[config.mk]
export PLATFORM = sky130hd
export DESIGN_NAME = tlmp_pattern
export DESIGN_NICKNAME = d
export VERILOG_FILES = /design/src/rtl/tlmp_pkg.sv /design/src/rtl/tlmp_pattern.sv
export SDC_FILE = /design/constraint.sdc
export NUM_CORES = 2
export LEC_CHECK = 0
export ABC_AREA = 1
export BUFFER_PORTS_ARGS = -buffer_cell sky130_fd_sc_hd__buf_2
export CORE_MARGIN = 3
export CORE_UTILIZATION = 30
export CTS_CLUSTER_SIZE = 28
export DETAILED_ROUTE_END_ITERATION = 8
export SYNTH_ARGS = -nofsm -noshare
export SYNTH_HDL_FRONTEND = slang
export SYNTH_SLANG_ARGS = --single-unit
[constraint.sdc]
create_clock -name clk -period 33.4 [get_ports clk]
set_input_delay 1.67 -clock clk [delete_from_list [all_inputs] [get_ports clk]]
set_output_delay 1.67 -clock clk [all_outputs]
set_load 0.05 [all_outputs]
[src/rtl/tlmp_pkg.sv]
// ----------------------------------------------------------------------------
// tlmp_pkg
// Shared types and constants of the two-level load miss predictor.
// ----------------------------------------------------------------------------
`default_nettype none

package tlmp_pkg;

  localparam int TLMP_PC_ENTRIES      = 1024;
  localparam int TLMP_HISTORY_ENTRIES = 1024;
  localparam int PC_W                 = 64;
  localparam int CNT_W                = 32;

  typedef enum logic {
    OP_PREDICT = 1'b0,
    OP_UPDATE  = 1'b1
  } op_t;

  // Word handed from the history stage to the pattern stage.
  typedef struct packed {
    logic valid;
    logic upd;
    logic miss;
  } req_t;

endpackage

`default_nettype wire

[src/rtl/tlmp_pattern.sv]
// ----------------------------------------------------------------------------
// tlmp_pattern
// Pattern stage: shared pattern table, same-edge write bypass, saturating
// agreement counters and the result register.
// ----------------------------------------------------------------------------
`default_nettype none

module tlmp_pattern #(
  parameter int HISTORY_ENTRIES = 1024
) (
  input  wire                                 clk,
  input  wire                                 rst,
  input  wire                                 adv,
  input  wire                                 clr,
  input  wire [$clog2(HISTORY_ENTRIES)-1:0]   clr_idx,
  input  tlmp_pkg::req_t                      req,
  input  wire [$clog2(HISTORY_ENTRIES)-1:0]   req_addr,
  output logic                                out_valid,
  output logic                                predicted_miss,
  output logic                                update_agreed,
  output logic [tlmp_pkg::CNT_W-1:0]          agree_count,
  output logic [tlmp_pkg::CNT_W-1:0]          disagree_count
);
  import tlmp_pkg::*;

  localparam int HB = $clog2(HISTORY_ENTRIES);

  logic             pat_mem [HISTORY_ENTRIES];
  logic             pat_rd;
  req_t             s2;
  logic [HB-1:0]    s2_addr;
  logic             fw_valid;
  logic [HB-1:0]    fw_addr;
  logic             fw_bit;
  logic             old_bit;
  logic             train;
  logic             agreed;

  assign train  = adv && s2.valid && s2.upd;
  assign old_bit = (fw_valid && (fw_addr == s2_addr)) ? fw_bit : pat_rd;
  assign agreed  = (old_bit == s2.miss);

  always_ff @(posedge clk) begin
    if (rst) begin
      s2.valid <= 1'b0;
    end else if (adv) begin
      s2.valid <= req.valid;
    end
    if (adv) begin
      s2.upd  <= req.upd;
      s2.miss <= req.miss;
    end
  end

  always_ff @(posedge clk) begin
    if (adv) begin
      s2_addr <= req_addr;
      pat_rd  <= pat_mem[req_addr];
    end
  end

  always_ff @(posedge clk) begin
    if (clr) begin
      pat_mem[clr_idx] <= 1'b0;
    end else if (train) begin
      pat_mem[s2_addr] <= s2.miss;
    end
  end

  always_ff @(posedge clk) begin
    if (rst || clr) begin
      fw_valid <= 1'b0;
    end else if (adv) begin
      fw_valid <= s2.valid && s2.upd;
    end
  end

  always_ff @(posedge clk) begin
    if (adv) begin
      fw_addr <= s2_addr;
      fw_bit  <= s2.miss;
    end
  end

  always_ff @(posedge clk) begin
    if (rst) begin
      out_valid      <= 1'b0;
      agree_count    <= '0;
      disagree_count <= '0;
    end else if (adv) begin
      out_valid <= s2.valid;
      if (train && agreed && (agree_count != '1)) begin
        agree_count <= agree_count + CNT_W'(1);
      end
      if (train && !agreed && (disagree_count != '1)) begin
        disagree_count <= disagree_count + CNT_W'(1);
      end
    end
  end

  always_ff @(posedge clk) begin
    if (adv) begin
      predicted_miss <= s2.upd ? s2.miss : old_bit;
      update_agreed  <= s2.upd && agreed;
    end
  end

endmodule

`default_nettype wire

==> flow_metrics.py <==
metrics = {
    "sta": {
        "tightest_slew_ns": 1.30,
        "post-route-min-period_ns": 6.40,
        "timing.setup.tns_ns": 0,
        "hold_viol": 0,
        "slew_violations": 0,
        "fmax_mhz": 156,
        "finalSetupViolCount": 0,
        "final.setup.worst_slack_ns": 27.00,
        "rsz0062_at_grt": "no",
        "finalCritPeriodShare_pct": 19.2,
        "fin_skew_ns": 0.0231,
        "slew_headroom_pct": 13.1,
    },
    "synth": {
        "yosys.area.top_type": "edfxtp_1",
        "synth_nets": 5425,
        "syn_area_per_cell_um2": 9.52,
        "synth_top_area_share_pct": 61.4,
        "syn_inst": 5396,
        "yosysSeqAreaShare_pct": 64.0,
        "async_reset_ff_share_pct": 0,
        "ys_warn_count": 0,
        "synthTopCellsByArea": "edfxtp_1 61%, nand3_1 10%, nand2_1 9.4%",
        "syn_area_um2": 51400,
        "synth_seq_cells": 1117,
        "synth_ff_type": "edfxtp_1",
        "ys_types": 37,
        "synth_edf_count": 1050,
    },
    "clocking": {
        "htreeDepth": 3,
        "cts_resized": 0,
        "cts_setup_buffers": 0,
        "clk_latency_ns": 0.71,
        "cts_made_buffers": 117,
        "cts_hold_buf": 0,
        "cts.sinks": 1117,
        "ctsRootBufferMaster": "clkbuf_16",
        "cts_tree": "built",
        "path_clk_slew_ns": 0.06,
        "clock_path_buffers": 3,
    },
    "placed_design": {
        "place_ws_ns": 26.38,
        "gp_congestion": 0.889,
        "dp_hpwl_um": 75500,
        "numPortBuffers": 93,
    },
    "setup_path": {
        "crit_required_ns": 33.74,
        "reg2reg_to": "pat_mem[522]",
        "cpLargestDelayFamily": "buffers and inverters",
        "cp_max_fo": 278,
        "max_stage_delay_ns": 1.05,
        "path_class": "primary input to flip-flop",
        "crit_start": "adv",
        "r2r_slack_ns": 28.29,
        "crit_path_end_kind": "flip-flop",
        "slowest_stage": "buf_4",
        "reg2reg_from": "s2[2]",
        "cp.depth": 9,
        "r2r_cells": 8,
        "path_buf_inv": 5,
        "cp-start-kind": "primary input",
        "arrival_ns": 6.74,
        "crit_chain": "buf_2, nand2_1, nor2_4, nand2_2, nor2_4, buf_4, buf_12, buf_12, buf_4",
        "crit_end": "pat_mem[522]",
    },
    "floorplanning": {
        "initial_core_util_pct": 30.2,
        "ios": 94,
        "core_um2": 170000,
        "rows": 151,
        "fp.dieH_um": 420,
        "dieWidth_um": 420,
        "die-area_um2": 176000,
    },
    "detailed_routing": {
        "finalWirelength_um": 156000,
        "wl_met3_um": 15400,
        "routed.top_layer": "met4",
        "firstDrtPassIters": 6,
        "post_drt_wl_per_cell_um": 20.6,
        "drtIter0Drc": 5139,
        "drcViolationCount": 0,
        "num_vias": 38952,
        "dr_wl_met2_um": 71900,
        "antenna_left": 0,
        "met1_length_um": 64200,
        "vias_per_cell": 5.16,
    },
    "grt": {
        "grt_max_degree": 279,
        "antenna_found_initial": 4,
        "grt_overflow": 0,
        "grt_pass1_vias": 36165,
        "grt_pass1_wl_um": 230000,
        "grt_usage_pct": 17.1,
    },
    "min_path": {
        "hp-class": "flip-flop to flip-flop",
        "hold_depth": 0,
    },
    "layout": {
        "area_delta_synth_final_pct": 11.5,
        "nNetsFinal": 5265,
        "final_util_pct": 33.7,
        "nFillCells": 17225,
        "layout-drive-gt1-share_pct": 9.10,
    },
    "pwr": {
        "peakVddDrop_mv": 0.0365,
        "power_density_nw_per_um2": 51.9,
        "p_leak_nw": 19.9,
    },
    "flow_run": {
        "drv_cap": 0,
    },
    "run_status": {
        "outcome": "finished, final reports clean",
    },
}
## synthesized netlist by cell type, types with 2 or more instances
cell and number:
o21ai_0 11, nor4_1 16, o21ai_2 6, nand3_1 1074
buf_6 6, nor2_2 79, xnor2_1 6, nand4_1 7
o21ai_4 3, and3_1 2, ha_1 2, o22ai_1 2
edfxtp_1 1050, nor2_1 1035, clkbuf_1 242, nor3_1 53
nand2_2 2, inv_2 23, buf_4 6, nor2_4 6
a21oi_1 63, nand2_1 1289, buf_1 88, inv_1 102
buf_2 96, xor2_1 50, dfxtp_1 67
## how the worst min path moves through the flow
stage          startpoint         end  slack (ns)
4_1_cts        s2_addr[9]  fw_addr[9]        0.46
6_report       s2_addr[9]  fw_addr[9]        0.46
3_3_place_gp   s2_addr[9]  fw_addr[9]        0.44
2_1_floorplan  s2_addr[9]  fw_addr[9]        0.43
5_1_grt        s2_addr[9]  fw_addr[9]        0.47
3_5_place_dp   s2_addr[9]  fw_addr[9]        0.44
## stage by stage
step,std cells,hold slack (ns),cell area [um^2],power (mW)
final,7550,0.456,57300,2.97
after global routing,7548,0.470,57300,3.06
after CTS,7548,0.456,57300,2.99
after detailed placement,7335,0.442,53500,1.70
after global placement,7335,0.436,53500,1.70
after floorplan,5396,0.426,51400,1.65
## cells by family (layout without fill, tap and decap cells)
group	Yosys count	count (layout)	synth area share (%)
and+or+nand+nor	3568	3568	29.5
DFF	1117	1117	64.0
buffers and inverters	565	499	4.52
AOI/OAI and AO/OA	88	88	0.987
xor gates and xnor gates	56	56	0.955
adders and majority gates	2	2	0.0487
other	0	2	0
## placed cells by master (no fill, tap or decap), types with 5 or more instances in the layout
cell,instances
nand2_2,20
clkbuf_1,27
nor2_2,79
bufinv_16,11
buf_4,63
nor4_1,16
xnor2_1,6
xor2_1,50
inv_1,99
nand2_1,1270
clkbuf_16,121
buf_12,5
nor3_1,53
inv_2,22
clkinv_2,19
dfxtp_1,67
nand3_2,15
nor2_1,1034
nor2_4,7
o21ai_0,11
edfxtp_1,1050
buf_2,89
inv_6,6
a21oi_1,63
nand3_1,1060
nand4_1,7
clkinv_1,24
o21ai_2,6
## sequential cells by signal, summed over array words and instances (netlist names)
name / flops
agree_count: 32
disagree_count: 32
fw_addr: 10
fw_bit: 1
fw_valid: 1
out_valid: 1
pat_mem: 1024
pat_rd: 1
predicted_miss: 1
s2: 3
s2_addr: 10
update_agreed: 1
## where the power goes
part	internal [mW]	switching, mW
Sequential	1.52	0.00195
Combinational	0.0325	0.125
Clock	0.746	0.548
Total	2.29	0.675
## metal layers
layer,global-route usage [%],up-vias
li1,-,17818
met3,3.16,286
met2,27.8,1825
met1,23.3,19023
met5,0,-
met4,4.86,0
## cell type report
cell class | count | area [um^2] | area share (%)
flip-flops and latches | 1117 | 32900 | 57.4
multi-input cells | 3714 | 16300 | 28.5
clock buffers | 149 | 3140 | 5.49
well taps | 2218 | 2780 | 4.85
repair buffers | 160 | 1060 | 1.85
clock inverters | 64 | 604 | 1.06
inverters | 126 | 497 | 0.867
diodes | 2 | 5.00 | 0.00874
Note: power is estimated with default switching activity, not from simulation.
